$ cat src/sv/rmrp_pkg.sv
// Shared types and constants of the rotation matrix to MRP converter.
// Used by every module of the block but rmrp_div; depends on nothing else.
package rmrp_pkg;

    localparam int DFLT_FRAC_BITS = 14;
    localparam int IN_W           = 16;
    localparam int EW             = IN_W + 2;
    localparam int FIFO_DEPTH     = 2;

    typedef enum logic [1:0] {
        BR_W,
        BR_X,
        BR_Y,
        BR_Z
    } t_branch;

    typedef struct packed {
        logic signed [IN_W-1:0] m00;
        logic signed [IN_W-1:0] m01;
        logic signed [IN_W-1:0] m02;
        logic signed [IN_W-1:0] m10;
        logic signed [IN_W-1:0] m11;
        logic signed [IN_W-1:0] m12;
        logic signed [IN_W-1:0] m20;
        logic signed [IN_W-1:0] m21;
        logic signed [IN_W-1:0] m22;
    } t_in_item;

    typedef struct packed {
        logic signed [IN_W-1:0] mrp_x;
        logic signed [IN_W-1:0] mrp_y;
        logic signed [IN_W-1:0] mrp_z;
    } t_out_item;

    typedef struct packed {
        t_branch              br;
        logic signed [EW-1:0] e;
        logic signed [EW-1:0] d1;
        logic signed [EW-1:0] d2;
        logic signed [EW-1:0] d3;
    } t_cls_item;

endpackage

$ cat src/sv/rmrp_fifo.sv
// Short request queue between the front stage and the arithmetic pipeline.
// Depth comes from rmrp_pkg.
module rmrp_fifo (
    input  logic                 i_clk,
    input  logic                 i_rst_n,
    input  logic                 i_valid,
    output logic                 o_ready,
    input  rmrp_pkg::t_cls_item  i_item,
    output logic                 o_valid,
    input  logic                 i_ready,
    output rmrp_pkg::t_cls_item  o_item
);
    import rmrp_pkg::*;

    localparam int PTR_W = (FIFO_DEPTH > 1) ? $clog2(FIFO_DEPTH) : 1;
    localparam int CNT_W = $clog2(FIFO_DEPTH + 1);

    t_cls_item        r_mem [FIFO_DEPTH];
    logic [PTR_W-1:0] r_wr, r_rd;
    logic [CNT_W-1:0] r_count;
    logic             push, pop;

    assign o_ready = r_count != CNT_W'(FIFO_DEPTH);
    assign o_valid = r_count != '0;
    assign o_item  = r_mem[r_rd];
    assign push    = i_valid && o_ready;
    assign pop     = o_valid && i_ready;

    always_ff @(posedge i_clk) begin
        if (!i_rst_n) begin
            r_wr    <= '0;
            r_rd    <= '0;
            r_count <= '0;
        end else begin
            if (push) begin
                r_wr <= (r_wr == PTR_W'(FIFO_DEPTH - 1)) ? '0 : r_wr + 1'b1;
            end
            if (pop) begin
                r_rd <= (r_rd == PTR_W'(FIFO_DEPTH - 1)) ? '0 : r_rd + 1'b1;
            end
            if (push && !pop) begin
                r_count <= r_count + 1'b1;
            end else if (pop && !push) begin
                r_count <= r_count - 1'b1;
            end
        end
        if (push) begin
            r_mem[r_wr] <= i_item;
        end
    end

    a_count_bound: assert property (@(posedge i_clk) disable iff (!i_rst_n)
        r_count <= CNT_W'(FIFO_DEPTH))
        else $error("queue count exceeds depth");

    a_count_up: assert property (@(posedge i_clk) disable iff (!i_rst_n)
        (push && !pop) |=> r_count == $past(r_count) + 1'b1)
        else $error("queue count did not grow on a lone push");

    a_count_down: assert property (@(posedge i_clk) disable iff (!i_rst_n)
        (pop && !push) |=> r_count == $past(r_count) - 1'b1)
        else $error("queue count did not shrink on a lone pop");

endmodule

$ cat config.mk
export PLATFORM = sky130hd
export DESIGN_NAME = rmrp_fifo
export DESIGN_NICKNAME = d
export VERILOG_FILES = /design/src/sv/rmrp_pkg.sv /design/src/sv/rmrp_fifo.sv
export SDC_FILE = /design/constraint.sdc
export NUM_CORES = 1
export LEC_CHECK = 0
export BUFFER_PORTS_ARGS = -buffer_cell sky130_fd_sc_hd__buf_2
export CORE_MARGIN = 3
export CORE_UTILIZATION = 35
export DETAILED_ROUTE_END_ITERATION = 10
export MAX_ROUTING_LAYER = met4
export PLACE_DENSITY = 0.54
export SETUP_SLACK_MARGIN = 0.3
export SLEW_MARGIN = 20
export SYNTH_ARGS = -nofsm -noshare
export SYNTH_HDL_FRONTEND = slang
export SYNTH_SLANG_ARGS = --single-unit
$ cat constraint.sdc
create_clock -name i_clk -period 7 [get_ports i_clk]
set_input_delay 0.35 -clock i_clk [delete_from_list [all_inputs] [get_ports i_clk]]
set_output_delay 0.35 -clock i_clk [all_outputs]
set_load 0.02 [all_outputs]
# Yosys cells after proc, flatten, opt, wreduce, memory -nomap -nowiden
# Memories as Yosys holds them, arrays and structs flattened. A register that Yosys moved wholly into a read port is not among the register bits.
# Cells that the tools add are included.
# totals
elab_cells	25
memories	1
output_inout_bits	76
ramBits	148
input_bits	78
reg_bits	4
# classes
eq_ne	1
n_addsub	4
n_reduce_logical	8
mux	8
# memory_table
name	depth	width	read_ports	rd_ports_with_merged_regs	write_ports	line_no	rtl
r_mem	2	74	1	1	1	rmrp_fifo.sv:18	t_cls_item r_mem [FIFO_DEPTH];
# ops
op	count
two-way mux 1 bit	6
logical AND 1 bit	4
two-way mux 2 bit	2
nonzero test 2 bit	2
adder 1 bit (second input constant)	2
adder 2 x 1 -> 2 bit (second input constant)	1
zero test 1 bit	2
inequality test 2 bit (second input constant)	1
subtractor 2 x 1 -> 2 bit (second input constant)	1

# Depth between registers and ports, before layout
# logic_depth
depth_word	6
mapped_depth	6
ltp_nobuf	6

# Worst setup path before layout
# Ideal clock, no wire load.
# synth_timing
path_kind	reg-to-reg
from	register r_count[0]
to	memory r_mem[1][0] (netlist name) (enable)
setup_time_ns	0.441
setup_slack_ns	4.176
period_less_slack_ns	2.824
required_time_ns	6.559
n_path_buf	0
t_arrival_ns	2.383
path_stages_with_launch	3
path_cell_list	dfxtp_1 nand2b_4 and3_1
# synth_via
elab_chain_len	4
# synth_rtl
item	line_no	rtl
start, declared	rmrp_fifo.sv:20	logic [CNT_W-1:0] r_count;
start signal, assigned	rmrp_fifo.sv:42	r_count <= r_count + 1'b1;
start signal, assigned	rmrp_fifo.sv:44	r_count <= r_count - 1'b1;
inequality test 2 bit	rmrp_fifo.sv:23	assign o_ready = r_count != CNT_W'(FIFO_DEPTH);
named net o_ready	rmrp_fifo.sv:7	output logic o_ready,
logical AND 1 bit	rmrp_fifo.sv:26	assign push = i_valid && o_ready;
two-way mux 1 bit	rmrp_fifo.sv:47	if (push) begin
two-way mux 1 bit (implied by the code)	rmrp_fifo.sv:48	r_mem[r_wr] <= i_item;
end, declared	rmrp_fifo.sv:18	
# The timed path passes the listed nets, and every way through them passes these cells.

==> flow_summary.json <==
{
  "outcome": "completed",
  "slew_violations": 0,
  "yosysWarnings": 0,
  "drv_cap": 0,
  "clk_latency_ns": 0.41,
  "leakagePower_nw": 2.65,
  "maxSlewHeadroom": 0.307,
  "cts_tree": "built",
  "grt_pass1_vias": 3103,
  "grt_start_max_net_pins": 75,
  "p_int_mw": 1.95,
  "die_h_um": 132,
  "routed_wl_um": 10200,
  "ys_seq_area_frac": 0.815,
  "skew_ns": 0.00703,
  "syn_avg_cell_area_um2": 22.0,
  "routed_via_density": 4.45,
  "die_x_um": 132,
  "p_comb_frac": 0.234,
  "syn_area_um2": 5580,
  "power_per_cell_area_nw_per_um2": 382,
  "p_seq_frac": 0.451,
  "synth_ff_type": "edfxtp_1",
  "crit_family": "flip-flops",
  "synthToLayoutAreaGrowth_pct": 28.4,
  "path_depth": 2,
  "clockRootBuffer": "clkbuf_16",
  "track_usage": 0.123,
  "grt_overflow": 0,
  "crit_buf_inv": 1,
  "core_um2": 15400,
  "cts_buffer_depth": 2,
  "layout-drive-gt1-share": 0.610,
  "path_cells": "mux2_2, buf_2",
  "crit_required_ns": 6.65,
  "startpoint_type": "flop",
  "fin_area_um2": 7160,
  "finalHoldViolations": 0,
  "final_antenna_net_count": 0,
  "fin_hold_ws_ns": 0.124,
  "drc": 0,
  "die_area_um2": 17500,
  "power.switching_uw": 789,
  "vias": 2873,
  "place_area_um2": 6570,
  "nNetsFinal": 499,
  "start_util": 0.363,
  "p_sw_frac": 0.289,
  "finalSetupTns_ns": 0,
  "drt_pre_antenna_iters": 4,
  "ys_ff_latch": 153,
  "postCtsHoldBufs": 0,
  "setup_violations": 0,
  "antenna_found_initial": 2,
  "path_clk_slew_ns": 0.06,
  "clock.fmax_mhz": 412,
  "cts_sinks": 153,
  "htreeDepth": 4,
  "synth_nets": 333,
  "critPathKind": "flop to primary output",
  "finalCriticalPeriod_ns": 2.43,
  "fin_util": 0.466,
  "cp-endpoint": "o_item[73]",
  "ir_drop_mv": 0.211,
  "ios": 154,
  "reg2reg_to": "r_mem[0][25]$_DFFE_PP_",
  "rr_worst_depth": 4,
  "synth_edf_count": 148,
  "yosysUniqueCellTypes": 20,
  "dp_hpwl_um": 6170,
  "rows": 45,
  "slowest_stage": "dfxtp_4",
  "async_reset_ff_frac": 0,
  "crit_path_end_kind": "primary output",
  "cts_resized": 0,
  "arrival_ns": 2.08,
  "place.gp.congestion": 0.684,
  "rsz0062_at_grt": "no",
  "syn_inst": 254,
  "r2r-start": "r_count[0]$_SDFFE_PN0P_",
  "timing.final.crit_share": 0.347,
  "r2r_slack_ns": 4.85,
  "worst_pin_slew_ns": 1.04,
  "crit_fanout": 74,
  "grt_pass1_wl_um": 15700,
  "slowest_delay_ns": 1.05,
  "cts_setup_buffers": 0,
  "p_clk_frac": 0.315,
  "wire_per_inst_um": 15.8,
  "port_buffers": 153,
  "drt_iter0_drc": 123,
  "worst_hold_path_type": "input port to flop",
  "numCtsBuffers": 17
}
## cell usage after synthesis, types with 2 or more instances
| library cell | instances | area, um^2 |
|---|---|---|
| buf_2 | 2 | 10.0 |
| and2_1 | 4 | 25.0 |
| mux2_2 | 74 | 833 |
| edfxtp_1 | 148 | 4440 |
| xnor2_1 | 2 | 17.5 |
| buf_4 | 6 | 45.0 |
| dfxtp_1 | 5 | 100 |
## routing by layer
layer | track usage | up-vias | part of all wire | routed length (um)
met4 | 0.0433 | 0 | 0.010 | 106
met5 | - | - | 0 | 0
li1 | - | 1347 | - | -
met2 | 0.196 | 98 | 0.50 | 5090
met3 | 0.0607 | 9 | 0.078 | 801
met1 | 0.135 | 1419 | 0.41 | 4210
## area by class of cell
| type | instances | area, um^2 |
|---|---|---|
| diodes | 2 | 5.00 |
| well taps | 211 | 264 |
| clock inverters | 14 | 130 |
| fillers | 1367 | 8210 |
| inverters | 1 | 5.00 |
| flip-flops and latches | 153 | 4550 |
| clock buffers | 18 | 429 |
| multi-input cells | 92 | 977 |
| repair buffers | 155 | 801 |
## worst min path at each step
stage                         endpoint  cells past startpoint                     from
6_report        r_mem[0][38]$_DFFE_PP_                      1               i_item[38]
5_1_grt         r_mem[1][54]$_DFFE_PP_                      1               i_item[54]
4_1_cts         r_mem[1][38]$_DFFE_PP_                      1               i_item[38]
3_5_place_dp    r_mem[0][11]$_DFFE_PP_                      1               i_item[11]
3_3_place_gp   r_count[1]$_SDFFE_PN0P_                      2  r_count[1]$_SDFFE_PN0P_
2_1_floorplan    r_mem[0][0]$_DFFE_PP_                      0                i_item[0]
## power by group through the flow
stage | combinational (mW) | sequential [mW] | clock, mW
global placement | 0.647 | 1.26 | 0
CTS | 0.651 | 1.24 | 0.891
global route | 0.688 | 1.25 | 0.929
finish | 0.640 | 1.23 | 0.860
detailed placement | 0.646 | 1.26 | 0
floorplan | 0.500 | 1.19 | 0
## cells by family (layout without fill, tap and decap cells)
| family | after synthesis | in the layout | synth area share |
|---|---|---|---|
| other | 0 | 2 | 0 |
| DFF | 153 | 153 | 0.815 |
| buffers and inverters | 9 | 188 | 0.0105 |
| and+or+nand+nor | 9 | 9 | 0.0117 |
| xor gates and xnor gates | 3 | 3 | 0.00471 |
| muxes | 74 | 74 | 0.149 |
| AOI/OAI and AO/OA | 5 | 5 | 0.00628 |
| adders and majority gates | 1 | 1 | 0.00224 |
## metrics by stage
stage	total power, mW	std cells	setup WS (ns)
floorplan	1.69	254	4.18
global placement	1.90	611	4.83
detailed placement	1.91	611	4.81
CTS	2.78	643	4.49
global route	2.87	646	4.41
finish	2.73	646	4.57
## state kept, by name, indices dropped and copies added (netlist names), named ones only
signal   count
r_count      2
r_mem      148
r_wr         1
r_rd         1
## layout by cell type, fill, tap and decap left out, types with 4 or more instances in the layout
cell type,synthesis,final
edfxtp_1,148,148
and2_1,4,4
clkbuf_16,0,17
buf_2,2,153
mux2_2,74,74
dfxtp_1,5,4
clkinv_2,0,7
## worst register-to-register path, cell delays in order (launching register included)
cell,delay [ns]
dfxtp_1,0.40
nand2b_4,0.18
nand3b_1,0.11
clkinv_2,0.41
buf_4,0.64
Note: power is estimated with default switching activity, not from simulation.
