--- src/sv/rmrp_pkg.sv ---
// Shared types and constants of the rotation matrix to MRP converter.
// Used by every module of the block but rmrp_div; depends on nothing else.
package rmrp_pkg;

    localparam int DFLT_FRAC_BITS = 14;
    localparam int IN_W           = 16;
    localparam int EW             = IN_W + 2;
    localparam int FIFO_DEPTH     = 2;

    typedef enum logic [1:0] {
        BR_W,
        BR_X,
        BR_Y,
        BR_Z
    } t_branch;

    typedef struct packed {
        logic signed [IN_W-1:0] m00;
        logic signed [IN_W-1:0] m01;
        logic signed [IN_W-1:0] m02;
        logic signed [IN_W-1:0] m10;
        logic signed [IN_W-1:0] m11;
        logic signed [IN_W-1:0] m12;
        logic signed [IN_W-1:0] m20;
        logic signed [IN_W-1:0] m21;
        logic signed [IN_W-1:0] m22;
    } t_in_item;

    typedef struct packed {
        logic signed [IN_W-1:0] mrp_x;
        logic signed [IN_W-1:0] mrp_y;
        logic signed [IN_W-1:0] mrp_z;
    } t_out_item;

    typedef struct packed {
        t_branch              br;
        logic signed [EW-1:0] e;
        logic signed [EW-1:0] d1;
        logic signed [EW-1:0] d2;
        logic signed [EW-1:0] d3;
    } t_cls_item;

endpackage

--- src/sv/rmrp_front.sv ---
// Front stage: accepts a matrix request and picks the Shepperd branch.
// Produces the diagonal combination and the three off-diagonal terms; uses rmrp_pkg.
module rmrp_front (
    input  logic                 i_clk,
    input  logic                 i_rst_n,
    input  logic                 i_valid,
    output logic                 o_ready,
    input  rmrp_pkg::t_in_item   i_item,
    output logic                 o_valid,
    input  logic                 i_ready,
    output rmrp_pkg::t_cls_item  o_item
);
    import rmrp_pkg::*;

    logic signed [EW-1:0] c0, c1, c2, c3, c4, c5, c6, c7, c8, tr;
    t_cls_item n_item;
    t_cls_item r_item;
    logic      r_valid;

    assign c0 = EW'(i_item.m00);
    assign c1 = EW'(i_item.m01);
    assign c2 = EW'(i_item.m02);
    assign c3 = EW'(i_item.m10);
    assign c4 = EW'(i_item.m11);
    assign c5 = EW'(i_item.m12);
    assign c6 = EW'(i_item.m20);
    assign c7 = EW'(i_item.m21);
    assign c8 = EW'(i_item.m22);
    assign tr = c0 + c4 + c8;

    always_comb begin
        n_item = '0;
        priority if (tr > c0 && tr > c4 && tr > c8) begin
            n_item.br = BR_W;
            n_item.e  = tr;
            n_item.d1 = c5 - c7;
            n_item.d2 = c6 - c2;
            n_item.d3 = c1 - c3;
        end else if (c0 >= c4 && c0 >= c8) begin
            n_item.br = BR_X;
            n_item.e  = c0 - c4 - c8;
            n_item.d1 = c5 - c7;
            n_item.d2 = c1 + c3;
            n_item.d3 = c2 + c6;
        end else if (c4 >= c8) begin
            n_item.br = BR_Y;
            n_item.e  = c4 - c0 - c8;
            n_item.d1 = c6 - c2;
            n_item.d2 = c1 + c3;
            n_item.d3 = c5 + c7;
        end else begin
            n_item.br = BR_Z;
            n_item.e  = c8 - c0 - c4;
            n_item.d1 = c1 - c3;
            n_item.d2 = c2 + c6;
            n_item.d3 = c5 + c7;
        end
    end

    assign o_ready = !r_valid || i_ready;
    assign o_valid = r_valid;
    assign o_item  = r_item;

    always_ff @(posedge i_clk) begin
        if (!i_rst_n) begin
            r_valid <= 1'b0;
        end else if (o_ready) begin
            r_valid <= i_valid;
        end
        if (o_ready && i_valid) begin
            r_item <= n_item;
        end
    end

endmodule

--- config.mk ---
export PLATFORM = sky130hd
export DESIGN_NAME = rmrp_front
export DESIGN_NICKNAME = d
export VERILOG_FILES = /design/src/sv/rmrp_pkg.sv /design/src/sv/rmrp_front.sv
export SDC_FILE = /design/constraint.sdc
export NUM_CORES = 1
export LEC_CHECK = 0
export ABC_AREA = 1
export CORE_UTILIZATION = 40
export CTS_CLUSTER_DIAMETER = 60
export DETAILED_ROUTE_END_ITERATION = 10
export DONT_BUFFER_PORTS = 1
export SKIP_LAST_GASP = 1
export SYNTH_ARGS = -nofsm -noshare
export SYNTH_HDL_FRONTEND = slang
export SYNTH_SLANG_ARGS = --single-unit
--- constraint.sdc ---
create_clock -name i_clk -period 5.9 [get_ports i_clk]
set_input_delay 0.59 -clock i_clk [delete_from_list [all_inputs] [get_ports i_clk]]
set_output_delay 0.59 -clock i_clk [all_outputs]
set_load 0.01 [all_outputs]
* After elaboration in Yosys (flattened, before gate mapping)
Cells that the tools add are included.
** Storage, ports and cells
- Input port bits :: 148
- Register bits after elaboration :: 75
- Output and inout port bits :: 76
- Latch bits :: 0
- Bits in writable memories :: 0
- Memories :: 0
- Memory bits (read-only) :: 0
** Cells by class
- Multiply operators :: 0
- $lt $le $gt $ge :: 6
- Add/subtract/negate cells :: 14
- Div/mod/pow operators :: 0
- Equal/unequal tests :: 0
- Reduce and logical (&&, ||, !) cells :: 7
- Shift-type cells :: 0
- Bitwise logic cells :: 0
- Mux-type cells :: 3
** Operator list (count)
- two-way mux 73 bit :: 2
- subtractor 16 x 16 -> 17 bit :: 6
- two-way mux 72 bit :: 1
- adder 16 x 16 -> 17 bit :: 4
- > comparator 18 x 16 -> 1 bit :: 3
- subtractor 17 x 16 -> 18 bit :: 3
- >= comparator 16 bit :: 3
- adder 17 x 16 -> 18 bit :: 1
- logical AND 1 bit :: 4
- OR reduction 2 bit :: 1
- logical NOT 1 bit :: 1
- logical OR 1 bit :: 1

* Logic depth before layout (Yosys ltp)
Gate-level depths: netlist of the first run.
- Word-level depth :: 6
- Mapped depth :: 30
- Depth with buffers taken out :: 29

* Worst setup path after synthesis of the first run
Ideal clock, no wire load.
- Path type :: in2reg
- Start point :: input port i_valid
- End point :: register r_item (netlist bit o_item[0]), enable pin
- Arrival time :: 4.069 ns
- Stages on the path :: 2
- Buffers on the path :: 0
- Library setup time :: 0.523 ns
- Data required time :: 5.377 ns
- Setup slack :: 1.307 ns
- Cells stage by stage :: inv_1 > a21oi_1
** On the way
- Cells in the longest elaborated chain, start to end :: 1
** RTL lines
- start: declaration :: RTL line rmrp_front.sv:6 : input logic i_valid,
- logical AND 1 bit :: RTL line rmrp_front.sv:70 : if (o_ready && i_valid) begin
- end signal: assignment :: RTL line rmrp_front.sv:71 : r_item <= n_item;
- end: declaration :: RTL line rmrp_front.sv:17 : t_cls_item r_item;
Every way passes these cells.
A chain may end at the register's enable or synchronous reset.

==> flow_summary.ini, run 1 <==
[worst_hold_path]
worstHoldStart = i_rst_n
min_path_type = in -> reg

[floorplanning]
die_w_um = 213
num_rows = 76
coreArea_sq_um = 43500
start_util_pct = 40.9
pin_count = 224
die_area_sq_um = 45200
fp.dieH_um = 213

[yosys]
yosys-top-cells-count = nand2_1, inv_1, ha_1, nand3_1, nor2_1
synthArstFlopShare_pct = 0
ys_seq_area_share_pct = 12.1
syn_area_sq_um = 17800
ys_types = 43
synthFlopType = edfxtp_1
yosys.area.top_type = ha_1
ys_ff_latch = 72
synth_area_leaders = ha_1, nand2_1, edfxtp_1
yosysWarnings = 0
yosysTopAreaCellShare_pct = 22.1
syn_inst = 2709
synth_nets = 3242
syn_avg_cell_area_sq_um = 6.56
synth_most_common_cell = nand2_1
synth-edff-count = 71

[timing]
finalHoldViolations = 0
period_share_pct = 86.9
relSlewSlack_pct = 30.2
holdWs_ps = 401
finalSetupTns_ps = 0
max_freq_mhz = 195
setup_viol = 0
layout_setup_ws_ps = 775
slew_violations = 0
rsz0062_at_grt = no
tightestPinTransition_ps = 1050
skew_ps = 9.32
finalCriticalPeriod_ps = 5130

[clock_network]
postCtsHoldBufs = 0
clk_pin_slew_ps = 60
cts_buffers = 9
cts_tree = yes
clock_sinks = 72
insertion_delay_ps = 350
cts.repair.resized = 0
root_buffer = clkbuf_16
post-cts-setup-buffers = 0
cts-htree-levels = 3
cts_buffer_depth = 2

[placed_design]
gp_congestion = 0.974
pre_cts_ws_ps = 499
dp_hpwl_um = 54500
io_buffers = 0

[power]
leakage_nw = 10.2
peakVddDrop_uv = 143
p_total_mw = 5.18
p_per_area_nw_per_um2 = 280

[setup_path]
critPathKind = in -> reg
crit_path_max_fanout = 24
timing.critical_path.arrival_ps = 5200
regToRegStartpoint = o_valid
crit_required_ps = 5980
crit_start = i_item[1]
cp-start-kind = input port
critPathCaptureType = register

[final_layout]
area_delta_synth_final_pct = 4.09
fin_nets = 3199
n_antenna_cell = 0
drive_above_1_share_pct = 1.87

[outcome]
status = complete, no violations

[drt]
drt-total-wl_um = 63900
route.detailed.drc = 0
vias_per_cell = 5.29
first_pass_iters = 6
drt_iter0_drc = 1605
wl_per_cell_um = 19.6
vias = 17200
ant_nets = 0

[global_route]
grt_pass1_vias = 16000
grt_overflow = 0
grt_max_degree = 72
antenna_found_initial = 1
grt_usage_pct = 28.0
grt_pass1_wl_um = 95400

[flow_run]
cap_violations = 0
routing by layer:
metal,share of wire (%),up-vias,track usage (%)
li1,-,8510,-
met1,48,7974,42.1
met2,41,675,40.8
met3,8.7,63,5.72
met4,2.1,0,5.58
met5,0,-,0
power breakdown:
part	internal [mW]	total (mW)	switching (mW)
combinational	1.10	3.45	2.36
sequential	0.895	1.14	0.249
clock	0.368	0.581	0.213
registers in the layout, indices dropped and copies added (netlist names):
signal and count:
o_valid 1, o_item 71
worst max-delay path, stage by stage:
cell      delay (ps)
inv_1            100
fa_1             550
inv_1             50
ha_1             210
fa_1             470
a21oi_1          370
o21ai_1          240
and2_1           200
o21bai_1         110
nand2_1          180
ha_1             350
nand2_1           50
nor2_1           190
nand2_1          110
nor2_1           110
nor2_1            60
nand2_1           50
nand2_1           40
nand2_1           70
nor2_2            60
nand2_4          180
buf_4            310
nand2_4          170
inv_4            220
o21ai_0          110
through the flow:
stage	instance area (sq um)	utilization, %	instances
finish	18500	42.5	3256
global route	18500	42.5	3256
global placement	18200	41.8	3240
floorplan	17800	-	2709
CTS	18500	42.5	3256
detailed placement	18200	41.8	3240
cells in the final DEF (no fill, tap or decap), drive strengths merged, types with 8 or more instances in the layout:
cell / synthesis / final
a21o: 16 / 16
a21oi: 176 / 176
buf: 46 / 8
clkbuf: 16 / 10
edfxtp: 71 / 71
fa: 71 / 71
ha: 314 / 314
inv: 435 / 435
nand2: 817 / 817
nand3: 204 / 204
nand4: 36 / 36
nor2: 192 / 192
nor3: 30 / 30
o21ai: 104 / 104
o21bai: 27 / 27
or2: 9 / 9
xnor2: 19 / 19
xor2: 81 / 81
worst paths after layout:
check | end | slack [ps] | depth (start not counted)
max reg2reg | o_item[48] | 4210 | 2
min reg2reg | o_valid | 680 | 2
min | o_valid | 400 | 1
max | o_item[40] | 770 | 25
kinds of logic (layout without fill, tap and decap cells):
| kind of cell | after synthesis | in the layout | synth area share (%) |
|---|---|---|---|
| adder cells (fa/ha/maj) | 385 | 385 | 30.1 |
| XOR/XNOR | 100 | 100 | 4.93 |
| flip-flops | 72 | 72 | 12.1 |
| buffers and inverters | 498 | 460 | 11.5 |
| AND/OR/NAND/NOR | 1310 | 1310 | 30.7 |
| AO/OA/AOI/OAI | 344 | 344 | 10.7 |
final cells by class:
class | count | area (sq um)
fill | 4669 | 25000
multi-input combinational | 2139 | 13600
sequential | 72 | 2150
inverter | 436 | 1640
tap | 585 | 732
clock buffer | 10 | 229
clock inverter | 6 | 83.8
timing repair buffer | 8 | 72.6
No activity file was read; power rests on OpenSTA's default activity.
==> run 2, diff against run 1 <==
PLACE_DENSITY_LB_ADDON = 0.12   (was unset)
==> run 2 against run 1 <==
Against the previous run: combinational power is essentially flat; core utilization grew 0.11 points; cell count did not move; non-clock buffer count did not move; critical path depth fell by 1; global-route usage grew 0.32 points; worst hold slack got worse by 14 ps; setup slack got worse by 220 ps; count of clock-buffer cells in the layout is 1 higher; clock skew grew 1.5 ps.
==> flow_summary.ini, run 2 (same netlist as run 1, synthesis figures left out) <==
[clock_network]
cts-htree-levels = 3
post-cts-setup-buffers = 0
root_buffer = clkbuf_16
insertion_delay_ps = 350
clk_pin_slew_ps = 60
cts_buffer_depth = 2
clock_sinks = 72
cts_tree = yes
postCtsHoldBufs = 0
cts.repair.resized = 0
cts_buffers = 9

[drt]
vias = 17100
route.detailed.drc = 0
vias_per_cell = 5.25
drt-total-wl_um = 64200
first_pass_iters = 5
wl_per_cell_um = 19.7
ant_nets = 0
drt_iter0_drc = 1517

[final_layout]
final_cells = 3256
multi_input_area_sq_um = 13600
largest_register_ffs = 71
final_util_pct = 42.6
final_common_cell = nand2_1
drive_above_1_share_pct = 1.95
n_antenna_cell = 0
final_cell_mix = nand2_1, inv_1, ha_1, nand3_1, nor2_1
fillers = 4725
seq_area_sq_um = 2150
area_delta_synth_final_pct = 4.35
fin_nets = 3199

[outcome]
status = complete, no violations

[floorplanning]
pin_count = 224
start_util_pct = 40.9
num_rows = 76
die_w_um = 213
fp.dieH_um = 213
coreArea_sq_um = 43500
die_area_sq_um = 45200

[setup_path]
critPathKind = in -> reg
critPathCaptureType = register
timing.critical_path.arrival_ps = 5440
crit_required_ps = 5990
crit_path_max_fanout = 35
cp-start-kind = input port
rrSetupSlack_ps = 3760

[global_route]
antenna_found_initial = 1
grt_pass1_vias = 16100
grt_usage_pct = 28.3
grt_max_degree = 64
grt_overflow = 0
grt_pass1_wl_um = 96900

[timing]
holdWs_ps = 387
period_share_pct = 90.7
skew_ps = 10.8
finalHoldViolations = 0
slew_violations = 0
relSlewSlack_pct = 29.6
rsz0062_at_grt = no
tightestPinTransition_ps = 1060
finalCriticalPeriod_ps = 5350
max_freq_mhz = 187
finalSetupTns_ps = 0
setup_viol = 0

[placed_design]
io_buffers = 0
dp.cells = 3240
dp_hpwl_um = 55000
gp_congestion = 0.973

[worst_hold_path]
min_path_type = in -> reg

[power]
p_per_area_nw_per_um2 = 283
p_total_mw = 5.24
leakage_nw = 10.2
peakVddDrop_uv = 170

[flow_run]
cap_violations = 0
-- run 2: cell types whose count changed in the layout (fill, tap and decap cells not counted) --
cell        delta
clkbuf_8       +1
clkinv_2       +1
buf_4          -1
buf_12         +1
clkinv_1       -2
bufinv_16      +1
clkinvlp_4     -1
-- run 2: per-stage QoR --
| stage | instance area (sq um) | setup WS, ps |
|---|---|---|
| after floorplan | 17800 | 1310 |
| after global placement | 18200 | 341 |
| after detailed placement | 18200 | 306 |
| after CTS | 18500 | 659 |
| after global routing | 18500 | 251 |
| final | 18500 | 550 |
-- run 2: critical path, stage by stage --
cell,delay (ps)
inv_1,110
fa_1,560
inv_1,40
ha_1,220
fa_1,460
a21oi_1,430
o21bai_1,260
nand3_1,150
a21oi_1,70
nor2_1,340
ha_1,380
nand2_1,130
inv_1,150
o21ai_1,120
nand2_1,60
a21oi_1,280
nand2_1,90
nand2_1,70
nand2_1,60
nor2_2,120
nand2_4,200
inv_2,180
buf_12,230
o21bai_1,100
-- run 2: path summary, 6_finish.rpt --
| check | from | endpoint | cells after the start |
|---|---|---|---|
| setup / recovery | i_item[1] | o_item[6] | 24 |
| hold / removal | i_rst_n | o_valid | 1 |
| setup reg to reg | o_valid | o_item[65] | 2 |
| hold reg to reg | o_valid | o_valid | 2 |
-- run 2: layout make-up --
class / count / area share, %
timing repair buffer: 8 / 0.459
clock inverter: 5 / 0.560
sequential: 72 / 11.6
tap: 585 / 3.95
clock buffer: 11 / 1.31
multi-input combinational: 2139 / 73.3
inverter: 436 / 8.86
-- run 2: routing by layer --
metal	routed length, um	up-vias	global-route usage, %
met2	25900	683	41.0
met1	31600	7862	43.1
met4	955	0	4.61
met5	0	-	0
li1	-	8507	-
met3	5730	45	5.90
-- run 2: power breakdown --
part	internal, mW	switching [mW]
Combinational	1.10	2.33
Clock	0.425	0.225
Sequential	0.896	0.260
==> run 3, diff against run 2 <==
ABC_AREA = unset   (was 1)
==> run 3 against run 2 <==
Against the previous run: synthesized area down 12%; sequential power is 3% lower; cell area is 9.4% lower; count of clock-buffer cells in the layout shrank 2; die area shrank 12%; clock skew decreased by 4.2 ps; worst hold slack worse by 8.2 ps; global-route usage decreased by 2.8 points; largest cell class unchanged.
==> flow_summary.ini, run 3 <==
[outcome]
status = complete, no violations

[floorplanning]
die_area_sq_um = 39700
fp.dieH_um = 199
die_w_um = 199
start_util_pct = 41.0
pin_count = 224
coreArea_sq_um = 38000
num_rows = 71

[yosys]
synth_top_family_by_area = adder cells
syn_avg_cell_area_sq_um = 8.67
synth_nets = 2329
yosysWarnings = 0
yosys-top-cells-count = ha_1, inv_1, a21oi_1, nor2_1, nand2_1
ys_ff_latch = 72
synthXorXnorAreaFrac_pct = 7.31
ys_seq_area_share_pct = 13.8
synth-edff-count = 71
yosys.area.top_type = ha_1
synthAdderAreaFrac_pct = 34.5
synth_area_leaders = ha_1, edfxtp_1, fa_1
syn_area_sq_um = 15600
synth_compound_area_share_pct = 19.3
yosysTopAreaCellShare_pct = 25.2
syn_inst = 1796
ys_types = 73
synth_most_common_cell = ha_1
synthArstFlopShare_pct = 0
synthFlopType = edfxtp_1
synthSimpleGateAreaFrac_pct = 13.8
synth_mux_area_share_pct = 5.09

[drt]
drt_iter0_drc = 799
wl_per_cell_um = 21.9
vias_per_cell = 5.53
ant_nets = 0
route.detailed.drc = 0
drt-total-wl_um = 50700
vias = 12800
first_pass_iters = 5

[setup_path]
slowest_stage = fa_1
regToRegStartpoint = o_valid
timing.critical_path.arrival_ps = 5650
crit_end = o_item[70]
cpMostUsedCell = buf_4
crit_start = i_item[1]
critical_path.cell_chain = inv_1, fa_1, inv_1, ha_1, fa_1, maj3_1, a2111oi_2, buf_4, o31ai_1, nand2_1, a211o_1, xnor2_1, ha_1, nand4_1, nor4_2, nand4_1, or2_2, o211ai_1, a2111oi_4, buf_4, a21oi_4, buf_4, a21boi_0, a222oi_1
crit_required_ps = 5980
critPathCaptureType = register
critPathKind = in -> reg
critPathTopFamily = adder cells
slowest_delay_ps = 530
crit_path_max_fanout = 6
cp.depth = 24
rrSetupSlack_ps = 4070
r2r_cells = 2
rr_endpoint = o_item[73]
cp-start-kind = input port
path_buf_inv = 5

[final_layout]
final_area_sq_um = 16800
fillers = 3858
drive_above_1_share_pct = 7.51
largest_register_ffs = 71
area_delta_synth_final_pct = 7.79
multi_input_area_sq_um = 12500
n_antenna_cell = 0
seq_area_sq_um = 2150
fin_nets = 2338
final_common_cell = ha_1
final_cell_mix = ha_1, inv_1, a21oi_1, nor2_1, nand2_1

[worst_hold_path]
min_path_type = in -> reg

[placed_design]
gp_congestion = 0.875
dp_hpwl_um = 43000
io_buffers = 0
place_area_sq_um = 16400

[clock_network]
cts.repair.resized = 0
insertion_delay_ps = 350
cts-htree-levels = 3
postCtsHoldBufs = 0
clk_pin_slew_ps = 70
cts_tree = yes
cts_buffer_depth = 2
cts_buffers = 9
clock_sinks = 72
post-cts-setup-buffers = 0
root_buffer = clkbuf_16

[power]
leakage_nw = 7.56
intPower_mw = 2.63
seqPwrFrac_pct = 22.9
p_per_area_nw_per_um2 = 292
netSwitchingFraction_pct = 46.3
p_switching_mw = 2.27
power_frac_clock_pct = 12.8
peakVddDrop_uv = 148
p_comb_share_pct = 64.3

[timing]
setup_viol = 0
tightestPinTransition_ps = 1080
skew_ps = 6.64
slew_violations = 0
finalCriticalPeriod_ps = 5580
period_share_pct = 94.6
finalHoldViolations = 0
max_freq_mhz = 179
relSlewSlack_pct = 28.2
holdWs_ps = 379
rsz0062_at_grt = yes

[flow_run]
cap_violations = 0

[global_route]
grt_overflow = 0
grt_pass1_wl_um = 76100
grt_usage_pct = 25.6
grt_pass1_vias = 12700
antenna_found_initial = 0
grt_max_degree = 72
run 3: cell types whose count changed in the layout (fill, tap and decap cells not counted), moves of 41 or more:
cell,before,now
mux2i_1,0,41
nand3_1,200,27
nand2_1,813,99
nor2_1,189,120
xor2_1,81,32
inv_1,430,183
a21oi_1,175,133
buf_4,6,53
xnor2_1,19,98
run 3: logic make-up (layout without fill, tap and decap cells):
family / Yosys count / count (layout)
compound gates: 447 / 447
xor+xnor: 130 / 130
fa+ha+maj: 387 / 387
buf+inv: 244 / 258
flops: 72 / 72
mux: 75 / 75
simple gates: 441 / 441
run 3: metal layers:
metal / track usage [%] / share of wire, % / vias to the layer above
met4: 5.48 / 1.9 / 0
met1: 35.0 / 46 / 6089
li1: - / - / 6338
met2: 40.6 / 45 / 350
met3: 6.01 / 7.5 / 48
met5: 0 / 0 / -
run 3: cell type report:
cell class                 instances  area share [%]
multi-input combinational       1480            74.4
sequential                        72            12.8
inverter                         184            4.11
tap                              511            3.81
timing repair buffer              58            2.97
clock buffer                       9            1.34
clock inverter                     7           0.574
run 3: worst register-to-register path, stage by stage, from the launching register on:
cell and delay, ps:
dfxtp_1 340, nand2b_1 170, and2_4 870
run 3: how the worst min path moves through the flow:
stage,startpoint,end,slack [ps],cells after the start
6_report,i_valid,o_valid,380,2
5_1_grt,i_rst_n,o_valid,400,1
4_1_cts,i_valid,o_valid,370,2
3_5_place_dp,o_valid,o_valid,660,2
3_3_place_gp,o_valid,o_valid,640,2
2_1_floorplan,o_valid,o_valid,610,2
run 3: stage by stage:
| step | TNS, ps | cells | power [mW] | setup slack [ps] | util, % |
|---|---|---|---|---|---|
| after global routing | -13.6 | 2321 | 5.28 | -13.6 | 44.2 |
| after detailed placement | -741 | 2305 | 4.24 | -60.9 | 43.3 |
| final | 0 | 2321 | 4.90 | 321 | 44.2 |
| after global placement | -103 | 2305 | 4.21 | -26.5 | 43.3 |
| after CTS | 0 | 2321 | 4.88 | 297 | 44.1 |
| after floorplan | 0 | 1796 | 3.17 | 227 | - |
run 3: power by group through the flow:
stage               clock network (mW)  logic (mW)  registers, mW
floorplan                            0        2.15           1.02
global placement                     0        3.07           1.14
detailed placement                   0        3.10           1.13
CTS                              0.637        3.12           1.13
global route                     0.656        3.48           1.14
finish                           0.627        3.15           1.12
